===== config.mk =====
export PLATFORM = sky130hd
export DESIGN_NAME = sql_statement_splitter
export DESIGN_NICKNAME = d
export VERILOG_FILES = /design/src/ssplit_pkg.sv /design/src/ssplit_core.sv /design/src/ssplit_fifo.sv /design/src/sql_statement_splitter.sv
export SDC_FILE = /design/constraint.sdc
export NUM_CORES = 1
export LEC_CHECK = 0
export ABC_AREA = 1
export BUFFER_PORTS_ARGS = -buffer_cell sky130_fd_sc_hd__buf_2
export CAP_MARGIN = 30
export CORE_ASPECT_RATIO = 1.5
export CORE_MARGIN = 3
export CORE_UTILIZATION = 40
export CTS_BUF_LIST = sky130_fd_sc_hd__clkbuf_16
export CTS_CLUSTER_DIAMETER = 100
export CTS_CLUSTER_SIZE = 12
export DETAILED_ROUTE_END_ITERATION = 8
export PLACE_DENSITY = 0.57
export SLEW_MARGIN = 20
export SYNTH_ARGS = -nofsm -noshare
export SYNTH_HDL_FRONTEND = slang
export SYNTH_SLANG_ARGS = --single-unit

===== constraint.sdc =====
create_clock -name clk_i -period 3.6 [get_ports clk_i]
set_clock_uncertainty 0.2 [all_clocks]
set_input_delay 0.36 -clock clk_i [delete_from_list [all_inputs] [get_ports clk_i]]
set_output_delay 0.36 -clock clk_i [all_outputs]
set_load 0.01 [all_outputs]

===== src/ssplit_pkg.sv =====
// Shared types and constants for the SQL statement splitter.
`timescale 1ns / 1ps

package ssplit_pkg;

  // Character codes
  localparam logic [7:0] ChBslash = 8'h5C;
  localparam logic [7:0] ChSemi   = 8'h3B;
  localparam logic [7:0] ChSpace  = 8'h20;
  localparam logic [7:0] ChCr     = 8'h0D;
  localparam logic [7:0] ChLf     = 8'h0A;
  localparam logic [7:0] ChTab    = 8'h09;
  localparam logic [7:0] ChDquote = 8'h22;
  localparam logic [7:0] ChSquote = 8'h27;

  // Result queue sizing
  localparam int PushMax   = 3;
  localparam int FifoDepth = 8;
  localparam int FifoAw    = $clog2(FifoDepth);

  // One result item
  typedef struct packed {
    logic [7:0] data;
    logic       stmt_end;
    logic       last;
  } res_t;

  // Results produced by one input byte, in output order
  typedef struct packed {
    logic [1:0]             cnt;
    res_t [PushMax-1:0]     ent;
  } push_t;

  function automatic logic is_blank(input logic [7:0] b);
    return (b == ChSpace) || (b == ChTab) || (b == ChCr) || (b == ChLf);
  endfunction

endpackage


===== src/ssplit_core.sv =====
// Input register, quote/whitespace state and per-byte result generation.
`timescale 1ns / 1ps

module ssplit_core (
  input  logic                 clk_i,
  input  logic                 rst_ni,
  input  logic                 in_valid_i,
  input  logic [7:0]           in_byte_i,
  input  logic                 in_eoq_i,
  output ssplit_pkg::push_t    push_o
);

  logic       in_valid_q;
  logic [7:0] in_byte_q;
  logic       in_eoq_q;

  logic inq_q, inq_d;
  logic dbl_q, dbl_d;
  logic esc_q, esc_d;
  logic sp_q, sp_d;
  logic has_q, has_d;

  logic [7:0]        mark;
  logic [1:0]        idx;
  ssplit_pkg::push_t push;

  // Capture the accepted byte
  always_ff @(posedge clk_i or negedge rst_ni) begin
    if (!rst_ni) begin
      in_valid_q <= 1'b0;
    end else begin
      in_valid_q <= in_valid_i;
    end
  end

  always_ff @(posedge clk_i) begin
    if (in_valid_i) begin
      in_byte_q <= in_byte_i;
      in_eoq_q  <= in_eoq_i;
    end
  end

  // Parse one byte and list its results
  always_comb begin
    inq_d = inq_q;
    dbl_d = dbl_q;
    esc_d = esc_q;
    sp_d  = sp_q;
    has_d = has_q;
    push  = '0;
    idx   = 2'd0;
    mark  = dbl_q ? ssplit_pkg::ChDquote : ssplit_pkg::ChSquote;
    if (in_valid_q) begin
      if (inq_q) begin
        push.ent[idx] = '{data: in_byte_q, stmt_end: 1'b0, last: 1'b0};
        idx = idx + 2'd1;
        has_d = 1'b1;
        if (in_byte_q == ssplit_pkg::ChBslash) begin
          esc_d = !esc_q;
        end else begin
          if (!esc_q && (in_byte_q == mark)) begin
            inq_d = 1'b0;
          end
          esc_d = 1'b0;
        end
      end else if (ssplit_pkg::is_blank(in_byte_q)) begin
        if (has_q) begin
          sp_d = 1'b1;
        end
      end else if (in_byte_q == ssplit_pkg::ChSemi) begin
        sp_d = 1'b0;
        if (has_q) begin
          push.ent[idx] = '{data: 8'h00, stmt_end: 1'b1, last: 1'b0};
          idx = idx + 2'd1;
        end
        has_d = 1'b0;
      end else begin
        if (sp_q) begin
          push.ent[idx] = '{data: ssplit_pkg::ChSpace, stmt_end: 1'b0, last: 1'b0};
          idx = idx + 2'd1;
        end
        sp_d = 1'b0;
        push.ent[idx] = '{data: in_byte_q, stmt_end: 1'b0, last: 1'b0};
        idx = idx + 2'd1;
        has_d = 1'b1;
        if ((in_byte_q == ssplit_pkg::ChDquote) || (in_byte_q == ssplit_pkg::ChSquote)) begin
          inq_d = 1'b1;
          dbl_d = (in_byte_q == ssplit_pkg::ChDquote);
          esc_d = 1'b0;
        end
      end
      // Close the open statement at end of query and clear all state
      if (in_eoq_q) begin
        if (has_d) begin
          push.ent[idx] = '{data: 8'h00, stmt_end: 1'b1, last: 1'b0};
          idx = idx + 2'd1;
        end
        inq_d = 1'b0;
        dbl_d = 1'b0;
        esc_d = 1'b0;
        sp_d  = 1'b0;
        has_d = 1'b0;
      end
      push.cnt = idx;
      if (idx != 2'd0) begin
        push.ent[idx - 2'd1].last = 1'b1;
      end
    end
  end

  assign push_o = push;

  // Hold parser state
  always_ff @(posedge clk_i or negedge rst_ni) begin
    if (!rst_ni) begin
      inq_q <= 1'b0;
      dbl_q <= 1'b0;
      esc_q <= 1'b0;
      sp_q  <= 1'b0;
      has_q <= 1'b0;
    end else begin
      inq_q <= inq_d;
      dbl_q <= dbl_d;
      esc_q <= esc_d;
      sp_q  <= sp_d;
      has_q <= has_d;
    end
  end

  // End of query leaves the parser in its reset state
  a_eoq_clears: assert property (@(posedge clk_i) disable iff (!rst_ni)
    (in_valid_q && in_eoq_q) |=> (!inq_q && !esc_q && !sp_q && !has_q))
    else $error("state not cleared after end of query");

  // A pending space only exists inside a non-empty statement, outside quotes
  a_space_ctx: assert property (@(posedge clk_i) disable iff (!rst_ni)
    sp_q |-> (has_q && !inq_q))
    else $error("pending space outside a statement");

endmodule


===== src/ssplit_fifo.sv =====
// Result queue: takes up to three results per cycle, hands out one per transfer.
`timescale 1ns / 1ps

module ssplit_fifo (
  input  logic                          clk_i,
  input  logic                          rst_ni,
  input  ssplit_pkg::push_t             push_i,
  input  logic                          pop_i,
  output logic                          valid_o,
  output ssplit_pkg::res_t              head_o,
  output logic [ssplit_pkg::FifoAw:0]   level_o
);

  ssplit_pkg::res_t mem_q [ssplit_pkg::FifoDepth];

  logic [ssplit_pkg::FifoAw-1:0] wr_ptr_q, wr_ptr_d;
  logic [ssplit_pkg::FifoAw-1:0] rd_ptr_q, rd_ptr_d;
  logic [ssplit_pkg::FifoAw:0]   level_q, level_d;
  logic                          pop;

  assign pop = pop_i && (level_q != '0);

  // Advance pointers and fill level
  always_comb begin
    wr_ptr_d = wr_ptr_q + ssplit_pkg::FifoAw'(push_i.cnt);
    rd_ptr_d = rd_ptr_q + ssplit_pkg::FifoAw'(pop);
    level_d  = level_q + (ssplit_pkg::FifoAw + 1)'(push_i.cnt)
               - (ssplit_pkg::FifoAw + 1)'(pop);
  end

  always_ff @(posedge clk_i or negedge rst_ni) begin
    if (!rst_ni) begin
      wr_ptr_q <= '0;
      rd_ptr_q <= '0;
      level_q  <= '0;
    end else begin
      wr_ptr_q <= wr_ptr_d;
      rd_ptr_q <= rd_ptr_d;
      level_q  <= level_d;
    end
  end

  // Write the new results at consecutive slots
  always_ff @(posedge clk_i) begin
    for (int i = 0; i < ssplit_pkg::PushMax; i++) begin
      if (2'(i) < push_i.cnt) begin
        mem_q[wr_ptr_q + ssplit_pkg::FifoAw'(i)] <= push_i.ent[i];
      end
    end
  end

  assign valid_o = (level_q != '0);
  assign head_o  = mem_q[rd_ptr_q];
  assign level_o = level_q;

  // The queue never overflows
  a_no_overflow: assert property (@(posedge clk_i) disable iff (!rst_ni)
    (level_q + (ssplit_pkg::FifoAw + 1)'(push_i.cnt)) <= (ssplit_pkg::FifoDepth + pop))
    else $error("result queue overflow");

  // Pointer distance matches the fill level
  a_ptr_level: assert property (@(posedge clk_i) disable iff (!rst_ni)
    (level_q != (ssplit_pkg::FifoAw + 1)'(ssplit_pkg::FifoDepth)) |->
      (ssplit_pkg::FifoAw'(wr_ptr_q - rd_ptr_q) == level_q[ssplit_pkg::FifoAw-1:0]))
    else $error("queue pointers disagree with level");

endmodule


===== src/sql_statement_splitter.sv =====
// Top level of the SQL statement splitter.
`timescale 1ns / 1ps

// Splits a byte stream of query text into statements at unquoted ';'. Each
// input transfer carries one byte (tlast marks the final byte of the query)
// and causes zero to three output transfers: cleaned bytes (tuser = 0) and
// end-of-statement marks (tuser = 1, tdata = 0); tlast flags the final output
// of each input byte. The block accepts one byte per cycle while tready is
// high; a byte reaches the output through an input register, the parser
// logic and an eight-entry result queue. Input tready drops only when that
// queue, which absorbs the extra space and end-mark results, could not take
// three more results beyond those of the byte already in the input register.
module sql_statement_splitter (
  input  logic       clk_i,
  input  logic       rst_ni,
  input  logic       s_axis_tvalid,
  output logic       s_axis_tready,
  input  logic [7:0] s_axis_tdata,   // [7:0] in_byte
  input  logic       s_axis_tlast,   // end_of_query
  output logic       m_axis_tvalid,
  input  logic       m_axis_tready,
  output logic [7:0] m_axis_tdata,   // [7:0] out_byte
  output logic       m_axis_tuser,   // [0] statement_end
  output logic       m_axis_tlast    // last_of_run
);

  ssplit_pkg::push_t           push;
  ssplit_pkg::res_t            head;
  logic [ssplit_pkg::FifoAw:0] level;
  logic [ssplit_pkg::FifoAw:0] committed;

  // Reserve room for the item in flight plus one more
  assign committed     = level + (ssplit_pkg::FifoAw + 1)'(push.cnt);
  assign s_axis_tready = committed <=
                         (ssplit_pkg::FifoAw + 1)'(ssplit_pkg::FifoDepth - ssplit_pkg::PushMax);

  ssplit_core u_core (
    .clk_i      (clk_i),
    .rst_ni     (rst_ni),
    .in_valid_i (s_axis_tvalid && s_axis_tready),
    .in_byte_i  (s_axis_tdata),
    .in_eoq_i   (s_axis_tlast),
    .push_o     (push)
  );

  ssplit_fifo u_fifo (
    .clk_i   (clk_i),
    .rst_ni  (rst_ni),
    .push_i  (push),
    .pop_i   (m_axis_tready),
    .valid_o (m_axis_tvalid),
    .head_o  (head),
    .level_o (level)
  );

  assign m_axis_tdata = head.data;
  assign m_axis_tuser = head.stmt_end;
  assign m_axis_tlast = head.last;

endmodule

==> impl_metrics.yaml <==
status:
  status: "completed"
route:
  antenna_left: 0
  avgRoutedWirePerCell_um: 17.1
  drc_errors: 0
  firstDrtPassIters: 5
  postRouteWirelength_mm: 16.5
  dr.first_iter.drc_count: 383
  avgViaCountPerCell: 5.36
  routed-via-count: 5196
place:
  dp_hpwl_mm: 11.9
  place_congestion: 0.862
  place_ws_ps: 27.0
  dp.cells: 923
  port_buffers: 24
floorplanning:
  ios: 25
  rows: 54
  floorplan.core_area_sq_um: 14800
  fp.dieArea_sq_um: 16900
  initial_core_util_pct: 41.5
  die_w_um: 107
  die_h_um: 158
clock_tree:
  clock-sinks: 105
  htreeDepth: 3
  clk_pin_slew_ps: 70
  clk_path_buf_depth: 2
  cts_tree: "yes"
  clk_latency_ps: 350
  cts_made_buffers: 9
  root_buffer: "clkbuf_16"
worst_setup_path:
  path_max_fanout: 5
  ff2ff_path_depth: 17
  end_kind: "primary output"
  rr_startpoint: "u_core.in_byte_q[5]$_DFFE_PP_"
  r2r_slack_ps: 320
  arrival_ps: 2960
  r2r-end: "u_core.in_eoq_q$_DFFE_PP_"
  crit_path_start_kind: "register"
  cp.required_ps: 3040
  worstSetupPathType: "register to primary output"
sta:
  tightestPinTransition_ps: 904
  worst_slack_ps: 76.0
  finalCriticalPeriod_ps: 3520
  setup_violations: 0
  final_hold_viol_count: 0
  fin_crit_sh_pct: 97.9
  finalSetupTns_ps: 0
  fmax_mhz: 284
  final_max_slew_viol_count: 0
  max-slew-margin-rel_pct: 39.7
yosys:
  synth_edf_count: 89
  synth_cell_types: 41
  synth_nets: 739
  yosys_warnings: 0
  ys_seq_area_share_pct: 50.1
  synth_seq_cells: 105
  synth_area_sq_um: 6140
  synth_async_sr_flop_share_pct: 15.2
  netlist_instances: 713
  synthFlopType: "edfxtp_1"
  synth_area_per_cell_sq_um: 8.61
hold_path:
  holdPathEnd: "u_fifo.rd_ptr_q[0]$_DFF_PN0_"
  hp-class: "input pin to register"
  holdCritStartpoint: "m_axis_tready"
  hold_depth: 3
grt:
  track_usage_pct: 19.9
  grt_pass1_vias: 5214
  grt_pass1_wl_mm: 26.5
  antenna_found_initial: 0
  grt_max_degree: 42
  grt_overflow: 0
power:
  power.leakage_nw: 3.01
  clkPwrFrac_pct: 18.0
  power_mw: 5.58
  power_density_nw_per_um2: 772
  p_int_mw: 3.14
  p_comb_share_pct: 48.2
  p_sw_mw: 2.44
  p_sw_share_pct: 43.8
  pwr-share-seq_pct: 33.7
  vdd_drop_max_mv: 0.425
finish:
  antenna_cells: 0
  area_growth_pct: 17.8
  fin_nets: 794
  post_route_cells_drive_above_1_share_pct: 19.9
  utilization_pct: 48.9
  final_cells: 969
run:
  drv_cap: 0
==> cell usage after synthesis (8+ instances only) <==
cell	number	area share, %
o21ai_0	72	5.9
o211ai_1	8	0.98
ha_1	11	2.2
nand4_1	22	2.2
a31oi_1	11	1.1
a21oi_1	8	0.65
buf_4	10	1.2
clkbuf_1	21	1.3
nor2_1	108	6.6
nor3_1	11	0.90
dfrtp_1	16	6.5
o22ai_1	10	1.0
inv_2	9	0.55
nand3_2	10	1.6
edfxtp_1	89	44
nand2_1	180	11
inv_1	33	2.0
nand3_1	34	2.8
==> flip-flops by register name, indices dropped and copies added (netlist names) <==
register           count
u_fifo.mem_q          80
u_core.in_byte_q       8
u_fifo.level_o         4
u_fifo.rd_ptr_q        3
u_fifo.wr_ptr_q        3
u_core.dbl_q           1
u_core.esc_q           1
u_core.has_q           1
u_core.in_eoq_q        1
u_core.in_valid_q      1
u_core.inq_q           1
u_core.sp_q            1
==> metal layers <==
metal	routed length, um	up-vias	GRT usage (%)
li1	-	2555	-
met5	0	-	0
met3	621	38	2.28
met4	427	0	8.35
met1	6430	2434	23.0
met2	9070	169	36.9
==> timing repair <==
item	in CTS	in global routing
hold buffers	10	0
setup buffers	9	11
setup endpoints to repair	1	1
hold endpoints to repair	25	0
pin swaps	2	15
gates resized for setup	16	30
==> final cells by class <==
type                       count  area [sq um]
fill                        1386          7570
sequential                   105          3070
multi-input combinational    530          2870
timing repair buffer          79           566
tap                          196           245
clock buffer                   9           225
inverter                      43           169
clock inverter                 7          80.1
==> cell usage in the layout (no fill, tap or decap), types with 3 or more instances in the layout <==
| master | Yosys | final |
|---|---|---|
| nand2_1 | 180 | 169 |
| nor2_1 | 108 | 103 |
| edfxtp_1 | 89 | 89 |
| o21ai_0 | 72 | 72 |
| buf_4 | 10 | 43 |
| nand3_1 | 34 | 33 |
| inv_1 | 33 | 30 |
| buf_2 | 1 | 24 |
| nand4_1 | 22 | 22 |
| dfrtp_1 | 16 | 16 |
| nand2_2 | 6 | 11 |
| nor3_1 | 11 | 11 |
| a31oi_1 | 11 | 11 |
| inv_2 | 9 | 11 |
| nand3_2 | 10 | 10 |
| o22ai_1 | 10 | 10 |
| dlygate4sd3_1 | 0 | 10 |
| ha_1 | 11 | 9 |
| clkbuf_16 | 0 | 9 |
| o211ai_1 | 8 | 8 |
| a21oi_1 | 8 | 7 |
| nor3_2 | 6 | 6 |
| nand2_4 | 0 | 5 |
| nand3_4 | 4 | 5 |
| xor2_1 | 6 | 4 |
| o21ai_1 | 5 | 4 |
| nor2_4 | 1 | 4 |
| nor4_1 | 3 | 3 |
| nor2_2 | 1 | 3 |
| clkinv_4 | 0 | 3 |
==> critical path: stages, from the launching register on <==
cell	delay, ps
edfxtp_1	450
inv_2	120
nand2_1	60
nor2_1	130
nand2_2	120
nand2_4	120
nand2_2	80
nand3_4	100
nand2_1	80
nand2_1	110
nand2_2	90
nand2_4	90
inv_2	60
ha_4	170
fa_2	370
xor2_2	180
a21oi_2	140
buf_2	140
==> metrics by stage <==
stage	hold slack, ps	cell area [sq um]
floorplan	-136	6140
global placement	89.1	6490
detailed placement	97.5	6490
CTS	205	7020
global route	233	7230
finish	203	7230
==> cells by family after synthesis <==
kind of cell / after synthesis / share of synthesized area (%)
buffers and inverters: 78 / 5.83
adder cells (fa/ha/maj): 13 / 2.89
flip-flops: 105 / 50.1
AO/OA/AOI/OAI: 116 / 10.3
XOR/XNOR: 7 / 0.999
AND/OR/NAND/NOR: 394 / 29.9
==> worst max-delay path by stage <==
| stage | endpoint | slack (ps) | depth (start not counted) | start |
|---|---|---|---|---|
| after floorplan | u_core.in_byte_q[0]$_DFFE_PP_ | 70 | 20 | u_core.in_byte_q[2]$_DFFE_PP_ |
| after global placement | u_core.in_byte_q[4]$_DFFE_PP_ | 60 | 19 | u_core.in_byte_q[7]$_DFFE_PP_ |
| after detailed placement | u_core.in_byte_q[4]$_DFFE_PP_ | 30 | 19 | u_core.in_byte_q[7]$_DFFE_PP_ |
| after CTS | s_axis_tready | 0.3 | 17 | u_core.in_byte_q[7]$_DFFE_PP_ |
| after global routing | s_axis_tready | -80 | 17 | u_core.in_byte_q[5]$_DFFE_PP_ |
| final | s_axis_tready | 80 | 17 | u_core.in_byte_q[5]$_DFFE_PP_ |
==> power groups by stage <==
stage	clock network [mW]	logic [mW]	registers, mW
floorplan	0	1.76	1.83
global placement	0	2.41	1.89
detailed placement	0	2.45	1.89
CTS	1.02	2.54	1.86
global route	1.07	3.00	1.91
finish	1.01	2.69	1.88
No activity file was read; power rests on OpenSTA's default activity.
